==> config.mk <==
export PLATFORM = sky130hd
export DESIGN_NAME = dtn_ctrl
export DESIGN_NICKNAME = d
export VERILOG_FILES = /design/src/rtl/dtn_pkg.sv /design/src/rtl/dtn_ctrl.sv
export SDC_FILE = /design/constraint.sdc
export NUM_CORES = 1
export LEC_CHECK = 0
export ABC_CLOCK_PERIOD_IN_PS = 1450
export BUFFER_PORTS_ARGS = -buffer_cell sky130_fd_sc_hd__buf_2
export CAP_MARGIN = 5
export CORE_AREA = 2 2 39 41
export CTS_BUF_LIST = sky130_fd_sc_hd__clkbuf_4
export CTS_CLUSTER_SIZE = 20
export DETAILED_ROUTE_END_ITERATION = 12
export DIE_AREA = 0 0 41 43
export PLACE_DENSITY = 0.61
export REMOVE_ABC_BUFFERS = 1
export SLEW_MARGIN = 15
export SYNTH_ARGS = -nofsm -noshare
export SYNTH_HDL_FRONTEND = slang
export SYNTH_SLANG_ARGS = --single-unit
==> constraint.sdc <==
create_clock -name clk_i -period 1.45 [get_ports clk_i]
set_input_delay 0.145 -clock clk_i [delete_from_list [all_inputs] [get_ports clk_i]]
set_output_delay 0.145 -clock clk_i [all_outputs]
set_load 0.02 [all_outputs]
==> src/rtl/dtn_pkg.sv <==
// ----------------------------------------------------------------------------
// dtn_pkg: shared types and constants
// Record and result beats, controller commands and states.
// ----------------------------------------------------------------------------
package dtn_pkg;

  localparam int unsigned NameBytes      = 32;
  localparam int unsigned DefMaxResults  = 16;
  localparam int unsigned DefTableDepth  = 32;

  typedef enum logic {
    OP_ADD    = 1'b0,
    OP_FINISH = 1'b1
  } op_e;

  typedef struct packed {
    op_e               opcode;
    logic [63:0]       name_bytes_0_7;
    logic [63:0]       name_bytes_8_15;
    logic [63:0]       name_bytes_16_23;
    logic [63:0]       name_bytes_24_31;
    logic [7:0]        name_length;
    logic signed [7:0] strength_in;
    logic [7:0]        channel_in;
    logic [7:0]        auth_in;
  } in_beat_t;

  typedef struct packed {
    logic [63:0]       out_bytes_0_7;
    logic [63:0]       out_bytes_8_15;
    logic [63:0]       out_bytes_16_23;
    logic [63:0]       out_bytes_24_31;
    logic signed [7:0] strength_out;
    logic [7:0]        channel_out;
    logic [7:0]        auth_out;
    logic              entry_valid;
    logic              last_entry;
  } out_beat_t;

  typedef enum logic [2:0] {
    ST_IDLE,
    ST_SCAN,
    ST_RANK,
    ST_EMIT,
    ST_PREP,
    ST_PLAY,
    ST_EMPTY
  } state_e;

  // Controller -> datapath
  typedef struct packed {
    logic load;       // capture the input beat, normalize name
    logic scan_step;  // compare one entry, advance index
    logic append;     // write new entry at entry_count
    logic rank_init;  // start ranking at entry i = 0
    logic rank_step;  // compare entry j against i
    logic rank_next;  // advance to next i
    logic emit;       // store result of entry i at its rank
    logic emit_empty; // drive invalid last result
    logic clear;      // empty the table
    logic play_init;  // rewind the result store read
    logic play_step;  // drive one stored result, advance
  } cmd_t;

  // Datapath -> controller
  typedef struct packed {
    logic is_finish;
    logic full;
    logic empty_name;
    logic empty_table;
    logic scan_done;  // index reached entry_count
    logic match;      // entry at index matches
    logic j_done;
    logic i_done;
    logic hit;        // entry i ranks in the emitted window
    logic play_last;  // stored result being read is the last one
  } sts_t;

endpackage

==> src/rtl/dtn_ctrl.sv <==
// ----------------------------------------------------------------------------
// dtn_ctrl: controller
// Sequences the match scan for adds and the rank/emit pass for a finish.
// ----------------------------------------------------------------------------
module dtn_ctrl (
  input  logic          clk_i,
  input  logic          rst_ni,
  input  logic          start_i,
  input  dtn_pkg::sts_t sts_i,
  output dtn_pkg::cmd_t cmd_o,
  output logic          busy_o
);
  import dtn_pkg::*;

  state_e state_q, state_d;

  always_ff @(posedge clk_i or negedge rst_ni) begin
    if (!rst_ni) begin
      state_q <= ST_IDLE;
    end else begin
      state_q <= state_d;
    end
  end

  always_comb begin
    state_d = state_q;
    cmd_o   = '0;
    busy_o  = (state_q != ST_IDLE);
    unique case (state_q)
      ST_IDLE: begin
        if (start_i) begin
          cmd_o.load = 1'b1;
          state_d    = ST_SCAN;
        end
      end
      ST_SCAN: begin
        if (sts_i.is_finish) begin
          if (sts_i.empty_table) begin
            state_d = ST_EMPTY;
          end else begin
            cmd_o.rank_init = 1'b1;
            state_d = ST_RANK;
          end
        end else if (sts_i.full || sts_i.empty_name) begin
          state_d = ST_IDLE;
        end else if (sts_i.scan_done) begin
          cmd_o.append = 1'b1;
          state_d = ST_IDLE;
        end else begin
          // match update happens inside scan_step
          cmd_o.scan_step = 1'b1;
          if (sts_i.match) state_d = ST_IDLE;
        end
      end
      ST_RANK: begin
        if (sts_i.j_done) begin
          state_d = ST_EMIT;
        end else begin
          cmd_o.rank_step = 1'b1;
        end
      end
      ST_EMIT: begin
        if (sts_i.hit) cmd_o.emit = 1'b1;
        cmd_o.rank_next = 1'b1;
        if (sts_i.i_done) begin
          cmd_o.clear     = 1'b1;
          cmd_o.play_init = 1'b1;
          state_d = ST_PREP;
        end else begin
          state_d = ST_RANK;
        end
      end
      ST_PREP: begin
        // wait state so the store read sees the last rank write
        state_d = ST_PLAY;
      end
      ST_PLAY: begin
        cmd_o.play_step = 1'b1;
        if (sts_i.play_last) state_d = ST_IDLE;
      end
      ST_EMPTY: begin
        cmd_o.emit_empty = 1'b1;
        state_d = ST_IDLE;
      end
      default: state_d = ST_IDLE;
    endcase
  end

endmodule

* Word level (Yosys, flattened, before mapping)
Cells that the tools add are included.
Cells by class: add/sub/neg operators 0, $mul 0, divide/modulo/power cells 0, $lt $le $gt $ge 0, equality and inequality tests 10, shifts and indexed selects 0, multiplexer cells 27, bitwise gates (word level) 0, reduce and logical (&&, ||, !) cells 4
Operator list (count):
- 3-bit 2-to-1 mux | 10
- 3-bit one-hot mux with 6 select lines | 1
- 1-bit 2-to-1 mux | 11
- 2-bit 2-to-1 mux | 5
- 3-bit == test (second input constant) | 3
- 3-bit by 2-bit == test with 1-bit output (second input constant) | 2
- 2-bit inequality test (second input constant) | 3
- 5-bit inequality test (second input constant) | 1
- 4-bit AND reduction | 1
- 3-bit by 1-bit == test with 1-bit output (second input constant) | 1
- 3-bit zero test | 1
- 3-bit nonzero test | 1
- 1-bit logical OR | 1
Storage, ports and cells: register bits 3, latch bits 0, bits in writable memories 0, memory bits (read-only) 0, bits of input ports 13, output and inout port bits 12, word-level logic and storage cells 42, memories 0

* Logic depth before layout (Yosys ltp)
Gate-level depths: netlist of run 1.
depth after elaboration 5, gate-level depth with buffers 4, depth with buffers taken out 3

* Least setup slack after synthesis of run 1
Ideal clock, no wire load.
path kind register -> output, start register state_q[2], end output port cmd_o[8] (netlist bit), data arrival time 1.510 ns, required time 1.305 ns, slack -0.205 ns, cell stages (with the launch flop) 4, path buffers 0, cells stage by stage dfrtp_1 or3b_1 or4_4 nor2_1
RTL lines:
- from (decl) | RTL line dtn_ctrl.sv:15 | state_e state_q, state_d;
- from (signal assigned) | RTL line dtn_ctrl.sv:21 | state_q <= state_d;
- to (decl) | RTL line dtn_ctrl.sv:10 | output dtn_pkg::cmd_t cmd_o,

==> flow_summary.toml, run 1 <==
[cells_and_area]
largest-register = "state_q"
fin_util = 0.396
final_cell_mix = "19 x buf_2, 9 x buf_4, 4 x nand2_1, 4 x nor3b_1, 4 x clkbuf_4"
fillers = 163
largest_reg_flops = 3
layout_commonest_cell = "buf_2"
largestRegisters = "state_q x3"
nets = 83
layout-drive-gt1-share = 0.623
diodes = 0
finalNonFillerCells = 85
area_growth_pct = 92.1

[power_and_ir_drop]
leakage_nw = 0.287
max-vdd-ir-drop_v = 0.000627
p_per_area_mw_per_mm2 = 1610

[route]
viasPerCell = 4.34
totalWireLength_um = 820
wire_per_inst_um = 9.65
drcViolationCount = 0
first_pass_iters = 1
vias = 369
ant_nets = 0
drt_iter0_markers = 0

[hold_path]
min_path_cells = 2
whs_endpoint = "state_q[0]$_DFFE_PN0P_"
hold_path.class = "primary input to register"
min_from = "sts_i[4]"

[timing]
slew_headroom = 0.789
rsz0062_at_grt = "yes"
finalClockSkew_ns = 0.00291
post-route-min-period_ns = 1.83
tightest_slew_ns = 0.314
fin_ws_ns = -0.382
maxSlewViolCount = 0
finalSetupViolations = 4
whs_ns = 0.0911
final-hold-violation-count = 0
finalCritPeriodShare = 1.26
max_clock_freq_ghz = 0.546

[die]
dieArea_mm2 = 0.00176
initial_utilization = 0.206
row_count = 14
die_w_um = 41
boundaryPins = 25
core_area_mm2 = 0.00138
die_h_um = 43

[placement]
io_buffers = 24
dp.cells = 76
hpwl_um = 609
gp_congestion = 0.677

[yosys]
synth_area_per_cell_um2 = 7.92
ys_types = 21
synth_seq_cells = 3
syn_inst = 36
ys_seq_area_frac = 0.263
netlist_area_um2 = 285
ys_warn_count = 0

[critical_path]
slowest_delay_ns = 0.44
startpoint_type = "register"
r2r_end = "state_q[0]$_DFFE_PN0P_"
crit_required_ns = 1.31
worstPathArrival_ns = 1.69
timing.rr.start = "state_q[2]$_DFFE_PN0P_"
critical_path.cell_chain = "or3b_4 > or4_4 > nor2_1 > buf_4"
crit_type = "register to output port"
r2r_setup_slack_ns = -0.15
reg2regPathDepth = 4
path_max_fanout = 3
slowest_stage = "or4_4"
worst_setup_path_end_kind = "output port"

[clock_tree]
h-tree-depth = 1
numClockSinks = 3
clk_pin_slew_ns = 0.04
cts-root-buf = "clkbuf_4"
cts_buffers = 3
clk_latency_ns = 0.23
clock_path_buffers = 2
cts_tree = "yes"

[global_route]
first_global_vias = 325
antenna_found_initial = 0
grt_pass1_wl_um = 1150
grt_max_degree = 13
gr-total-overflow = 0
track_usage = 0.0995

[outcome]
violations = "negative setup slack"
outcome = "finished, violations left"

[job]
drv_cap = 0
-- Yosys cell counts (all sizes together) --
cell type | count | share of area
or3b | 1 | 0.031
and3b | 1 | 0.031
clkbuf | 2 | 0.026
nor4b | 1 | 0.031
a21oi | 1 | 0.018
nor2 | 4 | 0.053
buf | 1 | 0.026
or4 | 1 | 0.039
a211oi | 2 | 0.053
nor3b | 4 | 0.11
and2 | 2 | 0.044
dfrtp | 3 | 0.26
a31o | 1 | 0.031
and3 | 2 | 0.044
o21ai | 1 | 0.018
inv | 2 | 0.026
or2 | 1 | 0.022
o31ai | 1 | 0.044
and4bb | 1 | 0.044
nand2 | 4 | 0.053
-- per-stage QoR --
step	total power [W]	instance area, um2	setup TNS (ns)	setup WS [ns]
2_1_floorplan	0.000443	270	-0.734	-0.282
3_3_place_gp	0.000614	433	-0.260	-0.130
3_5_place_dp	0.000620	433	-0.309	-0.149
4_1_cts	0.000827	499	-0.923	-0.406
5_1_grt	0.000941	548	-1.22	-0.423
6_report	0.000880	548	-0.948	-0.382
-- how the worst max path moves through the flow --
| stage | startpoint | end | slack [ns] | cells past startpoint |
|---|---|---|---|---|
| after floorplan | state_q[1]$_DFFE_PN0P_ | cmd_o[8] | -0.28 | 3 |
| after global placement | state_q[1]$_DFFE_PN0P_ | cmd_o[9] | -0.13 | 4 |
| final | state_q[2]$_DFFE_PN0P_ | cmd_o[8] | -0.38 | 4 |
| after global routing | state_q[2]$_DFFE_PN0P_ | cmd_o[8] | -0.42 | 4 |
| after detailed placement | state_q[1]$_DFFE_PN0P_ | cmd_o[8] | -0.15 | 4 |
| after CTS | state_q[2]$_DFFE_PN0P_ | cmd_o[8] | -0.41 | 4 |
-- worst max-delay path, delay by kind of cell, from the launching register on --
| kind | cells | cell delay (ns) |
|---|---|---|
| buffers and inverters | 1 | 0.15 |
| flip-flops | 1 | 0.37 |
| AND/OR/NAND/NOR | 3 | 0.94 |
-- timing repair --
item | in CTS | in global routing
setup buffers | 0 | 4
hold endpoints to repair | 3 | 0
hold buffers | 1 | 0
pin swaps | 2 | 0
endpoints found under the setup margin | 7 | 8
resized for setup | 9 | 5
-- routing by layer --
metal / global-route usage / part of all wire / wire, um / up-vias
met3: 0.0157 / 0.065 / 53 / 0
li1: - / - / - / 195
met5: 0 / 0 / 0 / -
met4: 0.100 / 0 / 0 / 0
met1: 0.0935 / 0.40 / 328 / 160
met2: 0.163 / 0.53 / 438 / 14
-- kinds of logic (layout without fill, tap and decap cells) --
| family | Yosys count | after routing | synth area share |
|---|---|---|---|
| buffers and inverters | 5 | 38 | 0.0789 |
| and+or+nand+nor | 22 | 22 | 0.496 |
| DFF | 3 | 3 | 0.263 |
| AOI/OAI and AO/OA | 6 | 6 | 0.162 |
-- cell type report --
type / instances / area, um2 / share of cell area
clock buffers: 4 / 30.0 / 0.0548
inverters: 2 / 10.0 / 0.0183
multi-input cells: 28 / 206 / 0.377
flip-flops and latches: 3 / 75.1 / 0.137
well taps: 16 / 20.0 / 0.0365
repair buffers: 32 / 206 / 0.377
-- where the power goes --
| group | internal, W | switching [W] | leakage (nW) | total [W] |
|---|---|---|---|---|
| registers | 0.000119 | 0.0000163 | 0.0383 | 0.000135 |
| clock network | 0.000122 | 0.0000436 | 0.0184 | 0.000165 |
| logic | 0.000281 | 0.000299 | 0.230 | 0.000579 |
(Power assumes the default switching activity.)
==> run 2: changes to the inputs <==
PLACE_DENSITY = unset   (was 0.61)
PLACE_DENSITY_LB_ADDON = 0.12   (was unset)
==> flow_summary.toml, run 2 (synthesized netlist as in run 1, its figures left out) <==
[power_and_ir_drop]
combPwrFrac = 0.686
max-vdd-ir-drop_v = 0.000802
switching_share = 0.411
p_switching_w = 0.000391
leakage_nw = 0.296
p_per_area_mw_per_mm2 = 1650
intPower_w = 0.000561
p_clk_frac = 0.169
seqPwrFrac = 0.145

[critical_path]
crit_type = "register to output port"
r2r_end = "state_q[0]$_DFFE_PN0P_"
timing.rr.start = "state_q[1]$_DFFE_PN0P_"
worst_setup_path_end_kind = "output port"
crit_required_ns = 1.31
reg2regPathDepth = 4
path_max_fanout = 3
r2r_setup_slack_ns = -0.15
worstPathArrival_ns = 1.69
startpoint_type = "register"

[timing]
finalClockSkew_ns = 0.00630
final-hold-violation-count = 0
max_clock_freq_ghz = 0.545
fin_ws_ns = -0.385
rsz0062_at_grt = "yes"
finalCritPeriodShare = 1.27
post-route-min-period_ns = 1.83
fin_setup_tns_ns = -1.19
maxSlewViolCount = 0
finalSetupViolations = 4
slew_headroom = 0.784
tightest_slew_ns = 0.323

[job]
drv_cap = 0

[die]
dieArea_mm2 = 0.00176
die_w_um = 41
die_h_um = 43
boundaryPins = 25
core_area_mm2 = 0.00138
row_count = 14
initial_utilization = 0.206

[outcome]
outcome = "finished, violations left"
violations = "negative setup slack"

[placement]
pre_cts_ws_ns = -0.165
hpwl_um = 644
gp_congestion = 0.682
io_buffers = 24

[cells_and_area]
largest_reg_flops = 3
area_growth_pct = 103
final_cell_mix = "18 x buf_2, 7 x buf_4, 6 x buf_6"
nets = 83
largest-register = "state_q"
diodes = 0
largestRegisters = "state_q x3"
layout-drive-gt1-share = 0.652
layout_commonest_cell = "buf_2"

[route]
drt_iter0_markers = 0
totalWireLength_um = 924
drcViolationCount = 0
viasPerCell = 4.47
vias = 380
first_pass_iters = 1
ant_nets = 0
wire_per_inst_um = 10.9

[global_route]
track_usage = 0.126
grt_max_degree = 13
first_global_vias = 350
gr-total-overflow = 0
grt_pass1_wl_um = 1490
antenna_found_initial = 0

[clock_tree]
cts_tree = "yes"
cts-root-buf = "clkbuf_4"
h-tree-depth = 1
cts_buffers = 3
clk_pin_slew_ns = 0.04
clock_path_buffers = 2
clk_latency_ns = 0.23
numClockSinks = 3

[hold_path]
whs_endpoint = "state_q[0]$_DFFE_PN0P_"
min_from = "sts_i[4]"
min_path_cells = 2
hold_path.class = "primary input to register"
## run 2: power by group through the flow
stage | Clock (W) | Combinational, W | Sequential, W
floorplan | 0 | 0.000266 | 0.000177
global placement | 0 | 0.000495 | 0.000135
detailed placement | 0 | 0.000496 | 0.000136
CTS | 0.000165 | 0.000573 | 0.000138
global route | 0.000175 | 0.000714 | 0.000143
finish | 0.000161 | 0.000653 | 0.000138
## run 2: cell type report
cell class / instances / area (um2)
fill: 149 / 806
multi-input combinational: 28 / 220
timing repair buffer: 32 / 220
sequential: 3 / 75.1
clock buffer: 4 / 30.0
tap: 16 / 20.0
inverter: 2 / 12.5
## run 2: per-layer routing
layer | part of all wire | track usage
met1 | 0.46 | 0.159
met2 | 0.48 | 0.191
met3 | 0.058 | 0.0471
met4 | 0 | 0.0400
met5 | 0 | 0
## run 2: how the worst max path moves through the flow
stage | startpoint | endpoint | depth (start not counted)
after floorplan | state_q[1]$_DFFE_PN0P_ | cmd_o[8] | 3
after global placement | state_q[1]$_DFFE_PN0P_ | cmd_o[8] | 4
after detailed placement | state_q[1]$_DFFE_PN0P_ | cmd_o[9] | 4
after CTS | state_q[1]$_DFFE_PN0P_ | cmd_o[9] | 4
after global routing | state_q[1]$_DFFE_PN0P_ | cmd_o[8] | 4
final | state_q[1]$_DFFE_PN0P_ | cmd_o[9] | 4
## run 2: worst max-delay path, stage by stage (launching register included)
cell     delay, ns
dfrtp_1       0.37
or3b_4        0.40
or4_4         0.44
nor2_1        0.11
buf_4         0.14
## run 2: metrics by stage
step | std cells | hold slack [ns] | utilization | power [W] | instance area (um2)
finish | 85 | 0.0927 | 0.418 | 0.000952 | 578
global route | 85 | 0.0891 | 0.418 | 0.00103 | 578
CTS | 83 | 0.0902 | 0.380 | 0.000877 | 526
detailed placement | 76 | -0.0567 | 0.313 | 0.000633 | 433
global placement | 76 | -0.0567 | 0.313 | 0.000630 | 433
floorplan | 33 | -0.151 | - | 0.000443 | 270
## run 2: what timing repair did
action                                  CTS  global route
pin swaps                                 1             2
hold endpoints to repair                  3             0
hold buffers                              1             0
resized for setup                        12            11
endpoints found under the setup margin    7             9
setup buffers                             2             3
==> run 3: changes to the inputs <==
ABC_CLOCK_PERIOD_IN_PS = 1500   (was 1450)
clock period = 1.5 ns   (was 1.45 ns; I/O delays follow)
==> flow_summary.toml, run 3 (synthesized netlist as in run 1, its figures left out) <==
[die]
die_h_um = 43
row_count = 14
core_area_mm2 = 0.00138
boundaryPins = 25
initial_utilization = 0.206
die_w_um = 41
dieArea_mm2 = 0.00176

[timing]
finalClockSkew_ns = 0.00508
maxSlewViolCount = 0
fin_setup_tns_ns = -0.771
max_clock_freq_ghz = 0.545
slew_headroom = 0.800
finalCritPeriodShare = 1.22
fin_ws_ns = -0.336
tightest_slew_ns = 0.299
finalSetupViolations = 4
whs_ns = 0.0977
rsz0062_at_grt = "yes"
post-route-min-period_ns = 1.84
final-hold-violation-count = 0

[global_route]
use_met2 = 0.169
antenna_found_initial = 0
gr-usage-met1 = 0.153
grt_use_met3 = 0.0471
gr-total-overflow = 0
grt_max_degree = 13
track_usage = 0.117
first_global_vias = 345
top_usage_layer = "met2"
grt_pass1_wl_um = 1410

[critical_path]
startpoint_type = "register"
crit_type = "register to output port"
crit_required_ns = 1.35
critical_path.cell_chain = "or3b_4 > or4_4 > nor2_1 > buf_4"
worstPathArrival_ns = 1.69
slowest_delay_ns = 0.44
slowest_stage = "or4_4"
path_max_fanout = 3
worst_setup_path_end_kind = "output port"

[route]
first_pass_iters = 2
drcViolationCount = 0
ant_nets = 0
wire_per_inst_um = 10.4
viasPerCell = 4.51
totalWireLength_um = 851
vias = 370
drt_iter0_markers = 2

[clock_tree]
clock_path_buffers = 2
cts-root-buf = "clkbuf_4"
h-tree-depth = 1
cts_tree = "yes"
clk_pin_slew_ns = 0.04
cts_buffers = 3
numClockSinks = 3
clk_latency_ns = 0.23

[placement]
hpwl_um = 644
io_buffers = 24
place_area_um2 = 433
gp_congestion = 0.682

[cells_and_area]
area_growth_pct = 82.0
fillers = 152
design_area_um2 = 519
largest_reg_flops = 3
final_cell_mix = "20 x buf_2, 5 x buf_4, 4 x nand2_1, 4 x nor3b_1, 4 x clkbuf_4"
layout-drive-gt1-share = 0.606
fin_util = 0.375
layout_commonest_cell = "buf_2"
nets = 80
largest-register = "state_q"
largestRegisters = "state_q x3"
diodes = 0

[power_and_ir_drop]
max-vdd-ir-drop_v = 0.000488
p_clk_frac = 0.189
p_per_area_mw_per_mm2 = 1580
seqPwrFrac = 0.163
combPwrFrac = 0.648
p_switching_w = 0.000345
switching_share = 0.421
intPower_w = 0.000475
leakage_nw = 0.273

[job]
drv_cap = 0

[outcome]
violations = "negative setup slack"
outcome = "finished, violations left"

[hold_path]
hold_path.class = "primary input to register"
-- run 3: cell types whose count changed in the layout (fill, tap and decap cells not counted) --
cell	delta
buf_6	-3
inv_4	+1
buf_4	-2
nor4b_1	+1
nor3b_1	+1
nor3b_4	-1
nor4b_2	-1
buf_2	+2
inv_6	-1
-- run 3: repair_timing --
item | 4_1_cts | 5_1_grt
setup endpoints to repair | 4 | 8
resized for setup | 5 | 8
hold endpoints to repair | 3 | 0
setup buffers | 1 | 0
hold buffers | 1 | 0
gates cloned | 0 | 0
-- run 3: final cells by class --
type,count,area [um2],share of cell area
Multi-Input combinational cell,28,203,0.390
Timing Repair Buffer,29,181,0.349
Sequential cell,3,75.1,0.145
Clock buffer,4,30.0,0.0578
Tap cell,16,20.0,0.0386
Inverter,2,10.0,0.0193
-- run 3: stage by stage --
stage	cells	total power [W]	setup WS [ns]
6_report	82	0.000820	-0.336
5_1_grt	82	0.000896	-0.394
4_1_cts	82	0.000796	-0.343
3_5_place_dp	76	0.000611	-0.120
3_3_place_gp	76	0.000609	-0.0972
2_1_floorplan	33	0.000428	-0.237
-- run 3: layer usage --
layer / part of all wire / routed length (um)
met5: 0 / 0
met4: 0 / 0
met3: 0.069 / 59
met2: 0.48 / 408
met1: 0.45 / 384
-- run 3: power by group through the flow --
stage	clock (W)	sequential [W]	combinational, W
after floorplan	0	0.000171	0.000257
after global placement	0	0.000131	0.000478
after detailed placement	0	0.000132	0.000480
after CTS	0.000160	0.000132	0.000504
after global routing	0.000169	0.000139	0.000588
final	0.000155	0.000134	0.000531
-- run 3: worst max-delay path: cells and delay by family (launching register included) --
kind / cells / cell delay (ns)
and+or+nand+nor: 3 / 0.94
DFF: 1 / 0.37
buffers and inverters: 1 / 0.14
-- run 3: path summary, 6_finish.rpt --
check                                       start                     end  slack [ns]  cells after the start
setup reg to reg           state_q[1]$_DFFE_PN0P_  state_q[0]$_DFFE_PN0P_       -0.10                      4
hold reg to reg            state_q[2]$_DFFE_PN0P_  state_q[1]$_DFFE_PN0P_        0.58                      2
hold / removal                           sts_i[4]  state_q[0]$_DFFE_PN0P_         0.1                      2
min in group asynchronous                  rst_ni  state_q[1]$_DFFE_PN0P_        0.25                      2
max in group asynchronous                  rst_ni  state_q[2]$_DFFE_PN0P_        1.14                      2
setup / recovery           state_q[1]$_DFFE_PN0P_                cmd_o[9]       -0.34                      4
